### config.mk
export PLATFORM = sky130hd
export DESIGN_NAME = fbtm_seq_flat
export DESIGN_NICKNAME = d
export VERILOG_FILES = /design/src/sv/fbtm_pkg.sv /design/src/sv/fbtm_if.sv /design/src/sv/fbtm_seq.sv /design/src/flat_wrapper.sv
export SDC_FILE = /design/constraint.sdc
export NUM_CORES = 1
export LEC_CHECK = 0
export ABC_AREA = 0
export CAP_MARGIN = 25
export CORE_MARGIN = 3
export CORE_UTILIZATION = 65
export DETAILED_ROUTE_END_ITERATION = 10
export DONT_BUFFER_PORTS = 1
export PLACE_DENSITY = 0.87
export SLEW_MARGIN = 25
export SYNTH_ARGS = -nofsm -noshare
export SYNTH_HDL_FRONTEND = slang
export SYNTH_SLANG_ARGS = --single-unit
### constraint.sdc
create_clock -name i_clk -period 8.94 [get_ports i_clk]
set_clock_uncertainty 0.05 [all_clocks]
set_input_delay 0.894 -clock i_clk [delete_from_list [all_inputs] [get_ports i_clk]]
set_output_delay 0.894 -clock i_clk [all_outputs]
set_load 0.02 [all_outputs]
### src/sv/fbtm_pkg.sv
// Shared types and constants for the FAT12 bad track marker.
// Holds the store geometry, disk geometry constants, item mode codes and the memory request.
// Used by every module of the block; depends on nothing.
package fbtm_pkg;

    localparam int TRACK_COUNT = 80;
    localparam int FAT_BYTES   = 4608;
    localparam int ADDR_W      = $clog2(FAT_BYTES);
    localparam int OFF_W       = 14;
    localparam int LOG_W       = 13;
    localparam int CNT_W       = 5;

    localparam logic [CNT_W-1:0] SPT_525 = 5'd15;
    localparam logic [CNT_W-1:0] SPT_35  = 5'd18;
    localparam logic [OFF_W-1:0] DS_525  = 14'h1d;
    localparam logic [OFF_W-1:0] DS_35   = 14'h21;

    localparam logic [7:0] MEDIA_525 = 8'hF9;
    localparam logic [7:0] MEDIA_35  = 8'hF0;
    localparam logic [7:0] BYTE_FILL = 8'hFF;
    localparam logic [7:0] BAD_LOW   = 8'hF7;
    localparam logic [7:0] BAD_HIGH  = 8'h70;
    localparam logic [7:0] NIB_LOW   = 8'h0f;

    typedef enum logic [1:0] {
        MODE_CLEAR = 2'd0,
        MODE_MARK  = 2'd1,
        MODE_READ  = 2'd2,
        MODE_NONE  = 2'd3
    } t_mode;

    typedef struct packed {
        logic              we;
        logic [ADDR_W-1:0] waddr;
        logic [7:0]        wdata;
        logic [ADDR_W-1:0] raddr;
    } t_mem_req;

endpackage

### src/sv/fbtm_if.sv
// Valid/ready channel interfaces for the input items and the result items.
// Depends on fbtm_pkg for the mode type.
interface fbtm_in_if;
    logic               valid;
    logic               ready;
    fbtm_pkg::t_mode    mode;
    logic               side;
    logic [6:0]         track;
    logic               track_failed;
    logic [12:0]        byte_index;

    modport source (output valid, mode, side, track, track_failed, byte_index, input ready);
    modport sink   (input valid, mode, side, track, track_failed, byte_index, output ready);
endinterface

interface fbtm_out_if;
    logic       valid;
    logic       ready;
    logic [7:0] read_data;
    logic       rejected;

    modport source (output valid, read_data, rejected, input ready);
    modport sink   (input valid, read_data, rejected, output ready);
endinterface

### src/sv/fbtm_seq.sv
// Sequencer: clearing sweep, per-sector read-modify-write of packed entries, byte reads.
// Depends on fbtm_pkg and the channel interfaces; drives the store through fbtm_store.
module fbtm_seq (
    input  logic                i_clk,
    input  logic                i_rst_n,
    input  logic                i_geom_35,
    fbtm_in_if.sink             i_in,
    fbtm_out_if.source          o_out,
    output fbtm_pkg::t_mem_req  o_mem,
    input  logic [7:0]          i_rdata
);

    typedef enum logic [6:0] {
        S_SWEEP  = 7'b0000001,
        S_IDLE   = 7'b0000010,
        S_MSETUP = 7'b0000100,
        S_MA     = 7'b0001000,
        S_MB     = 7'b0010000,
        S_RD     = 7'b0100000,
        S_DONE   = 7'b1000000
    } t_state;

    t_state                          r_state, n_state;
    logic [fbtm_pkg::ADDR_W-1:0]     r_addr, n_addr;
    logic [7:0]                      r_media, n_media;
    logic                            r_sweep_item, n_sweep_item;
    logic [7:0]                      r_tr2, n_tr2;
    logic [fbtm_pkg::LOG_W-1:0]      r_log, n_log;
    logic [fbtm_pkg::CNT_W-1:0]      r_cnt, n_cnt;
    logic                            r_ok, n_ok;
    logic                            r_odd, n_odd;
    logic [fbtm_pkg::ADDR_W-1:0]     r_rmw_addr, n_rmw_addr;
    logic [7:0]                      r_pend_data, n_pend_data;
    logic                            r_pend_rej, n_pend_rej;
    logic                            r_out_valid, n_out_valid;
    logic [7:0]                      r_out_data, n_out_data;
    logic                            r_out_rej, n_out_rej;

    logic [fbtm_pkg::CNT_W-1:0]      spt;
    logic [fbtm_pkg::OFF_W-1:0]      first_data;
    logic [fbtm_pkg::OFF_W-1:0]      lg2;
    logic [fbtm_pkg::OFF_W-1:0]      cluster;
    logic [fbtm_pkg::OFF_W-1:0]      off;
    logic [fbtm_pkg::OFF_W-1:0]      off1;
    logic                            out_free;
    logic                            bad_track;

    assign spt        = i_geom_35 ? fbtm_pkg::SPT_35 : fbtm_pkg::SPT_525;
    assign first_data = i_geom_35 ? fbtm_pkg::DS_35 : fbtm_pkg::DS_525;
    assign lg2        = {1'b0, r_log} + fbtm_pkg::OFF_W'(2);
    assign cluster    = lg2 - first_data;
    assign off        = cluster + {1'b0, cluster[fbtm_pkg::OFF_W-1:1]};
    assign off1       = off + fbtm_pkg::OFF_W'(1);
    assign out_free   = !r_out_valid || o_out.ready;
    assign bad_track  = (i_in.track == 7'd0) ||
                        ({1'b0, i_in.track} >= 8'(fbtm_pkg::TRACK_COUNT));

    assign i_in.ready      = (r_state == S_IDLE);
    assign o_out.valid     = r_out_valid;
    assign o_out.read_data = r_out_data;
    assign o_out.rejected  = r_out_rej;

    always_comb begin
        n_state      = r_state;
        n_addr       = r_addr;
        n_media      = r_media;
        n_sweep_item = r_sweep_item;
        n_tr2        = r_tr2;
        n_log        = r_log;
        n_cnt        = r_cnt;
        n_ok         = r_ok;
        n_odd        = r_odd;
        n_rmw_addr   = r_rmw_addr;
        n_pend_data  = r_pend_data;
        n_pend_rej   = r_pend_rej;
        n_out_valid  = r_out_valid && !o_out.ready;
        n_out_data   = r_out_data;
        n_out_rej    = r_out_rej;
        o_mem.we     = 1'b0;
        o_mem.waddr  = r_addr;
        o_mem.wdata  = 8'd0;
        o_mem.raddr  = i_in.byte_index[fbtm_pkg::ADDR_W-1:0];

        unique case (r_state)
            S_SWEEP: begin
                o_mem.we    = 1'b1;
                o_mem.waddr = r_addr;
                if (r_addr == fbtm_pkg::ADDR_W'(0)) begin
                    o_mem.wdata = r_media;
                end else if (r_addr == fbtm_pkg::ADDR_W'(1) ||
                             r_addr == fbtm_pkg::ADDR_W'(2)) begin
                    o_mem.wdata = fbtm_pkg::BYTE_FILL;
                end else begin
                    o_mem.wdata = 8'd0;
                end
                n_addr = r_addr + fbtm_pkg::ADDR_W'(1);
                if (r_addr == fbtm_pkg::ADDR_W'(fbtm_pkg::FAT_BYTES - 1)) begin
                    n_addr  = '0;
                    n_state = r_sweep_item ? S_DONE : S_IDLE;
                end
            end
            S_IDLE: begin
                if (i_in.valid) begin
                    n_pend_data = 8'd0;
                    n_pend_rej  = 1'b0;
                    n_state     = S_DONE;
                    unique case (i_in.mode)
                        fbtm_pkg::MODE_CLEAR: begin
                            n_media      = i_geom_35 ? fbtm_pkg::MEDIA_35
                                                     : fbtm_pkg::MEDIA_525;
                            n_addr       = '0;
                            n_sweep_item = 1'b1;
                            n_state      = S_SWEEP;
                        end
                        fbtm_pkg::MODE_MARK: begin
                            if (i_in.track_failed) begin
                                if (bad_track) begin
                                    n_pend_rej = 1'b1;
                                end else begin
                                    n_tr2   = {i_in.track, i_in.side};
                                    n_cnt   = '0;
                                    n_state = S_MSETUP;
                                end
                            end
                        end
                        fbtm_pkg::MODE_READ: begin
                            if ({1'b0, i_in.byte_index} < 14'(fbtm_pkg::FAT_BYTES)) begin
                                n_state = S_RD;
                            end else begin
                                n_pend_rej = 1'b1;
                            end
                        end
                        fbtm_pkg::MODE_NONE: begin
                            n_state = S_DONE;
                        end
                        default: begin
                            n_state = S_DONE;
                        end
                    endcase
                end
            end
            S_MSETUP: begin
                n_log   = fbtm_pkg::LOG_W'(spt) * fbtm_pkg::LOG_W'(r_tr2);
                n_state = S_MA;
            end
            S_MA: begin
                n_ok        = (lg2 >= first_data) && (off1 < 14'(fbtm_pkg::FAT_BYTES));
                n_odd       = cluster[0];
                n_rmw_addr  = cluster[0] ? off[fbtm_pkg::ADDR_W-1:0]
                                         : off1[fbtm_pkg::ADDR_W-1:0];
                o_mem.raddr = n_rmw_addr;
                o_mem.we    = n_ok;
                o_mem.waddr = cluster[0] ? off1[fbtm_pkg::ADDR_W-1:0]
                                         : off[fbtm_pkg::ADDR_W-1:0];
                o_mem.wdata = cluster[0] ? fbtm_pkg::BYTE_FILL : fbtm_pkg::BAD_LOW;
                n_state     = S_MB;
            end
            S_MB: begin
                o_mem.we    = r_ok;
                o_mem.waddr = r_rmw_addr;
                o_mem.wdata = r_odd ? ((i_rdata & fbtm_pkg::NIB_LOW) | fbtm_pkg::BAD_HIGH)
                                    : (i_rdata | fbtm_pkg::NIB_LOW);
                n_log = r_log + fbtm_pkg::LOG_W'(1);
                n_cnt = r_cnt + fbtm_pkg::CNT_W'(1);
                if (r_cnt == spt - fbtm_pkg::CNT_W'(1)) begin
                    n_state = S_DONE;
                end else begin
                    n_state = S_MA;
                end
            end
            S_RD: begin
                n_pend_data = i_rdata;
                n_state     = S_DONE;
            end
            S_DONE: begin
                if (out_free) begin
                    n_out_valid  = 1'b1;
                    n_out_data   = r_pend_data;
                    n_out_rej    = r_pend_rej;
                    n_sweep_item = 1'b0;
                    n_state      = S_IDLE;
                end
            end
            default: begin
                n_state = S_IDLE;
            end
        endcase
    end

    always_ff @(posedge i_clk) begin
        if (!i_rst_n) begin
            r_state      <= S_SWEEP;
            r_addr       <= '0;
            r_media      <= fbtm_pkg::MEDIA_35;
            r_sweep_item <= 1'b0;
            r_out_valid  <= 1'b0;
        end else begin
            r_state      <= n_state;
            r_addr       <= n_addr;
            r_media      <= n_media;
            r_sweep_item <= n_sweep_item;
            r_out_valid  <= n_out_valid;
        end
    end

    always_ff @(posedge i_clk) begin
        r_tr2       <= n_tr2;
        r_log       <= n_log;
        r_cnt       <= n_cnt;
        r_ok        <= n_ok;
        r_odd       <= n_odd;
        r_rmw_addr  <= n_rmw_addr;
        r_pend_data <= n_pend_data;
        r_pend_rej  <= n_pend_rej;
        r_out_data  <= n_out_data;
        r_out_rej   <= n_out_rej;
    end

endmodule

### src/flat_wrapper.sv
// flat-port wrapper written by rule: the top's interface ports become plain ports
module fbtm_seq_flat 
  (i_clk, i_rst_n, i_geom_35, o_mem, i_rdata, i_in_valid, i_in_mode, i_in_side, i_in_track, i_in_track_failed, i_in_byte_index, i_in_ready, o_out_valid, o_out_read_data, o_out_rejected, o_out_ready);
  fbtm_in_if i_in_i ();
  fbtm_out_if o_out_i ();
  input  logic i_clk;
  input  logic i_rst_n;
  input  logic i_geom_35;
  output fbtm_pkg::t_mem_req o_mem;
  input  logic [7:0] i_rdata;
  input wire logic [$bits(i_in_i.valid)-1:0] i_in_valid;
  input wire logic [$bits(i_in_i.mode)-1:0] i_in_mode;
  input wire logic [$bits(i_in_i.side)-1:0] i_in_side;
  input wire logic [$bits(i_in_i.track)-1:0] i_in_track;
  input wire logic [$bits(i_in_i.track_failed)-1:0] i_in_track_failed;
  input wire logic [$bits(i_in_i.byte_index)-1:0] i_in_byte_index;
  output wire logic [$bits(i_in_i.ready)-1:0] i_in_ready;
  output wire logic [$bits(o_out_i.valid)-1:0] o_out_valid;
  output wire logic [$bits(o_out_i.read_data)-1:0] o_out_read_data;
  output wire logic [$bits(o_out_i.rejected)-1:0] o_out_rejected;
  input wire logic [$bits(o_out_i.ready)-1:0] o_out_ready;
  assign i_in_i.valid = i_in_valid;
  assign i_in_i.mode = i_in_mode;
  assign i_in_i.side = i_in_side;
  assign i_in_i.track = i_in_track;
  assign i_in_i.track_failed = i_in_track_failed;
  assign i_in_i.byte_index = i_in_byte_index;
  assign i_in_ready = i_in_i.ready;
  assign o_out_valid = o_out_i.valid;
  assign o_out_read_data = o_out_i.read_data;
  assign o_out_rejected = o_out_i.rejected;
  assign o_out_i.ready = o_out_ready;
  fbtm_seq u_core (.i_clk(i_clk), .i_rst_n(i_rst_n), .i_geom_35(i_geom_35), .i_in(i_in_i), .o_out(o_out_i), .o_mem(o_mem), .i_rdata(i_rdata));
endmodule
==> Word-level counts from Yosys, hierarchy flattened <==
Index checks and enable logic that the tools add are counted.
{ "word_totals": {"wordCells": 117, "memories": 0, "ramBits": 0, "in_bits": 37, "mem_bits_ro": 0, "regBits": 89, "output_inout_bits": 46, "latch_bits": 0} }
{ "op_classes": {"order_cmp": 4, "muxes": 43, "div": 0, "eq_ne": 21, "n_shift": 0, "add_sub_neg": 8, "n_bitwise": 1, "mul": 1, "reduce_logical": 24} }
{ "op_table": {"columns": ["cell", "n"], "rows": [
  ["$mux 13", 6],
  ["$pmux 22 s3", 1],
  ["$mux 7", 8],
  ["$pmux 13 s2", 2],
  ["$pmux 7 s7", 1],
  ["$mux 8", 4],
  ["$pmux 7 s4", 1],
  ["$add 13x1->13 const B", 2],
  ["$mux 5", 5],
  ["$pmux 8 s2", 1],
  ["$add 13x2->14 const B", 1],
  ["$add 14x1->14 const B", 1],
  ["$add 14x13->14", 1],
  ["$ge 14x14->1", 1],
  ["$lt 14x13->1 const B", 1],
  ["$sub 14x14->14", 1],
  ["$eq 13x1->1 const B", 1],
  ["$eq 13x13->1 const B", 1],
  ["$eq 13x2->1 const B", 1],
  ["$logic_not 13->1", 1],
  ["$lt 13x13->1 const B", 1],
  ["$mul 5x8->13", 1],
  ["$pmux 5 s2", 1],
  ["$reduce_and 5->1", 2],
  ["29 further kinds", 56]
]} }

==> Longest topological paths before layout <==
{ "logic_depth": {"ltp_word": 7, "ltp_mapped": 23, "ltp_nobuf": 21} }

==> Least setup slack after synthesis <==
OpenSTA, ideal clock, no wires.
{ "synth_path": {"path_type": "input to output", "start": "input port i_geom_35", "end": "output port o_mem[34] (netlist bit)", "t_arrival_ps": 5298, "required_ps": 7996, "slack_ps": 2698, "cell_stages": 22, "path_buffers": 3, "cell_sequence": "buf_2 clkbuf_1 inv_1 ha_1 nand3_1 o21ba_2 or3_1 nor2_1 a2111oi_0 a31oi_1 xnor2_1 ha_1 nand2_1 o21a_1 or4_4 a31oi_4 nor2b_1 buf_2 nor4_2 o21ai_1 a311oi_2 a221o_1"} }
{ "synth_lines": {"columns": ["element", "line", "source"], "rows": [
  ["start, declared", "flat_wrapper.sv:8", "input logic i_geom_35;"],
  ["end, declared", "flat_wrapper.sv:9", "output fbtm_pkg::t_mem_req o_mem;"]
]} }

==> flow_summary.yaml <==
cells_and_area:
  multi_input_area_um2: 4562
  nFillCells: 798
  most-common-layout-cells: "nand2_1 (87), edfxtp_1 (59), ha_1 (57)"
  diodes: 0
  finish.utilization: 0.7014
  nNetsFinal: 875
  seqCellArea_um2: 2232
  drive_gt1_frac: 0.06598
  area_growth_pct: 3.421
  final_common_cell: "nand2_1"
placement:
  place.port_buffers: 0
  post-dp-hpwl_mm: 12.45
  gp_congestion: 0.9295
  place_ws_ns: 2.119
setup_path:
  cp_data_arrival_time_ns: 6.32
  required_ns: 8.00
  cpMaxStageDelayCell: "nor3_1"
  cp-start-kind: "register"
  crit_type: "reg2out"
  reg2reg_from: "u_core.r_log[1]$_DFFE_PP_"
  r2r_cells: 19
  slowest_delay_ns: 0.61
  path_max_fanout: 11
  crit_chain: "ha_1 -> nand3_2 -> xnor2_1 -> ha_1 -> nand3_1 -> o21ba_2 -> nor3_1 -> xnor2_1 -> ha_1 -> o21a_1 -> o21a_1 -> o22ai_1 -> o21a_1 -> or4_4 -> nand4_1 -> nor2b_1 -> and4_1 -> a21oi_1 -> a311oi_2 -> a221o_1"
  rrSetupSlack_ns: 3.06
  cp-end-kind: "output pin"
  r2r-end: "u_core.r_ok$_DFFE_PP_"
drt:
  vias: 5871
  drc: 0
  drtIter0Drc: 523
  wirelength_mm: 16.21
  dr.max_layer_used: "met4"
  wl_met3_um: 947
  wl_per_cell_um: 17.84
  wl_met1_mm: 6.776
  first_pass_iters: 6
  ant_nets: 0
  wl_met2_mm: 8.146
  vias_per_cell: 6.459
synthesis:
  postSynth.asyncResetShare: 0
  netlist_area_um2: 7096
  synth_top_area_share: 0.2497
  synth_edf_count: 59
  yosys_warnings: 0
  synthTopCellsByArea: "edfxtp_1 (25%), ha_1 (10%), dfxtp_1 (6.5%), xnor2_1 (6.2%), nand2_1 (4.6%)"
  synth-main-ff-cell: "edfxtp_1"
  synth_largest_area_cell: "edfxtp_1"
  ys_types: 81
  avgSynthCellArea_um2: 8.982
  syn_nets: 897
  syn_inst: 790
  synth-seq-area-share: 0.3146
  synth-seq-cells: 82
run:
  max_cap_violations: 0
clocking:
  postCtsSetupRepairBufs: 0
  cts-resized-gates: 0
  clk_latency_ns: 0.37
  cts_tree: "yes"
  clk_pin_slew_ns: 0.09
  clockRootBuffer: "clkbuf_8"
  cts_hold_buf: 0
  htreeDepth: 3
  cts_buffers: 9
  clock_path_buffers: 2
  clock-sinks: 82
global_routing:
  overflow: 0
  grt_pass1_wl_mm: 26.74
  grt_pass1_vias: 5716
  grt_max_degree: 35
  antenna_found_initial: 0
  grt.total_usage: 0.2590
floorplanning:
  die_h_um: 110.5
  coreArea_um2: 10460
  die_w_um: 110.5
  start_util: 0.6782
  rows: 37
  num_io_pins: 83
  die_area_um2: 12210
timing:
  fin_ws_ns: 1.676
  hold_viol: 0
  report.final.slew_viol_count: 0
  fin_crit_sh: 0.8125
  fin_setup_tns_ns: 0
  grt_setup_unrepaired: "no"
  period_minus_slack_ns: 7.264
  finalSetupViolations: 0
  slew_headroom: 0.4661
  fmax_mhz: 137.7
  worst_pin_slew_ns: 0.8009
min_path:
  holdCritPathClass: "reg2reg"
  hold_start: "u_core.r_pend_data[0]$_SDFFCE_PN0P_"
  whs_endpoint: "u_core.o_out.read_data[0]$_DFFE_PP_"
  worstHoldPathCells: 0
power_and_ir_drop:
  p_leak_nw: 2.799
  peakVddDrop_v: 0.0001440
  powerDensity_nw_per_um2: 127.8
outcome:
  outcome: "completed"
-- logic make-up after synthesis --
group,count (synthesis),synth area share
adder cells (fa/ha/maj),70,0.1372
AO/OA/AOI/OAI,185,0.1836
buffers and inverters,75,0.04373
multiplexers,8,0.01393
XOR/XNOR,70,0.08746
flip-flops,82,0.3146
AND/OR/NAND/NOR,300,0.2195
-- where the power goes --
| part | switching (mW) | internal (mW) | total, mW |
|---|---|---|---|
| Clock | 0.148 | 0.133 | 0.281 |
| Sequential | 0.00614 | 0.414 | 0.420 |
| Combinational | 0.152 | 0.0846 | 0.237 |
| Total | 0.306 | 0.632 | 0.938 |
-- worst max path at each step --
stage / from / to / slack [ns] / depth (start not counted)
final: u_core.r_log[1]$_DFFE_PP_ / o_mem[34] / 1.68 / 20
after global routing: u_core.r_log[0]$_DFFE_PP_ / o_mem[34] / 1.33 / 19
after CTS: u_core.r_log[1]$_DFFE_PP_ / o_mem[34] / 1.70 / 20
after detailed placement: u_core.r_log[2]$_DFFE_PP_ / o_mem[34] / 2.12 / 20
after global placement: u_core.r_log[1]$_DFFE_PP_ / o_mem[34] / 2.40 / 20
after floorplan: i_geom_35 / o_mem[34] / 2.70 / 22
-- critical path, delay by kind of cell (launching register included) --
family / cells / cell delay [ns]
xor gates and xnor gates: 2 / 0.43
DFF: 1 / 0.53
adders and majority gates: 3 / 1.08
and+or+nand+nor: 7 / 2.33
AOI/OAI and AO/OA: 8 / 1.59
-- routing by layer --
metal / up-vias / track usage
li1: 2826 / -
met1: 2755 / 0.3228
met2: 251 / 0.4567
met3: 39 / 0.04274
met4: 0 / 0.08456
met5: - / 0
-- per-stage QoR --
stage                     hold WS (ns)  cells  power [mW]  area [um^2]
after floorplan                 0.3503    790      0.6207         7096
after global placement          0.3505    893      0.6484         7127
after detailed placement        0.3545    893      0.6607         7131
after CTS                       0.3766    909      0.9380         7336
after global routing            0.3786    909      0.9804         7338
final                           0.3762    909      0.9377         7338
-- Yosys cell counts (all sizes together), types with 21 or more instances --
| master | n |
|---|---|
| edfxtp | 59 |
| inv | 37 |
| a21oi | 27 |
| dfxtp | 23 |
| o21ai | 53 |
| ha | 57 |
| clkbuf | 26 |
| nand3 | 23 |
| and2 | 21 |
| xnor2 | 51 |
| nor2 | 58 |
| nand2 | 87 |
-- final cells by class --
type,instances,area share
Tap cell,136,0.02319
Clock inverter,7,0.01108
Clock buffer,9,0.01688
Sequential cell,82,0.3042
Inverter,39,0.01995
Timing Repair Buffer,3,0.003069
Multi-Input combinational cell,633,0.6217
-- sequential cells by signal, summed over array words and instances (netlist names) --
signal                  flops
u_core.r_addr              13
u_core.r_log               13
u_core.r_rmw_addr          13
u_core.o_out.read_data      8
u_core.r_pend_data          8
u_core.r_tr2                8
u_core.r_state              7
u_core.r_cnt                5
u_core.o_out.rejected       1
u_core.o_out.valid          1
u_core.r_media              1
u_core.r_odd                1
u_core.r_ok                 1
u_core.r_pend_rej           1
u_core.r_sweep_item         1
Power figures use the tool's default switching activity.
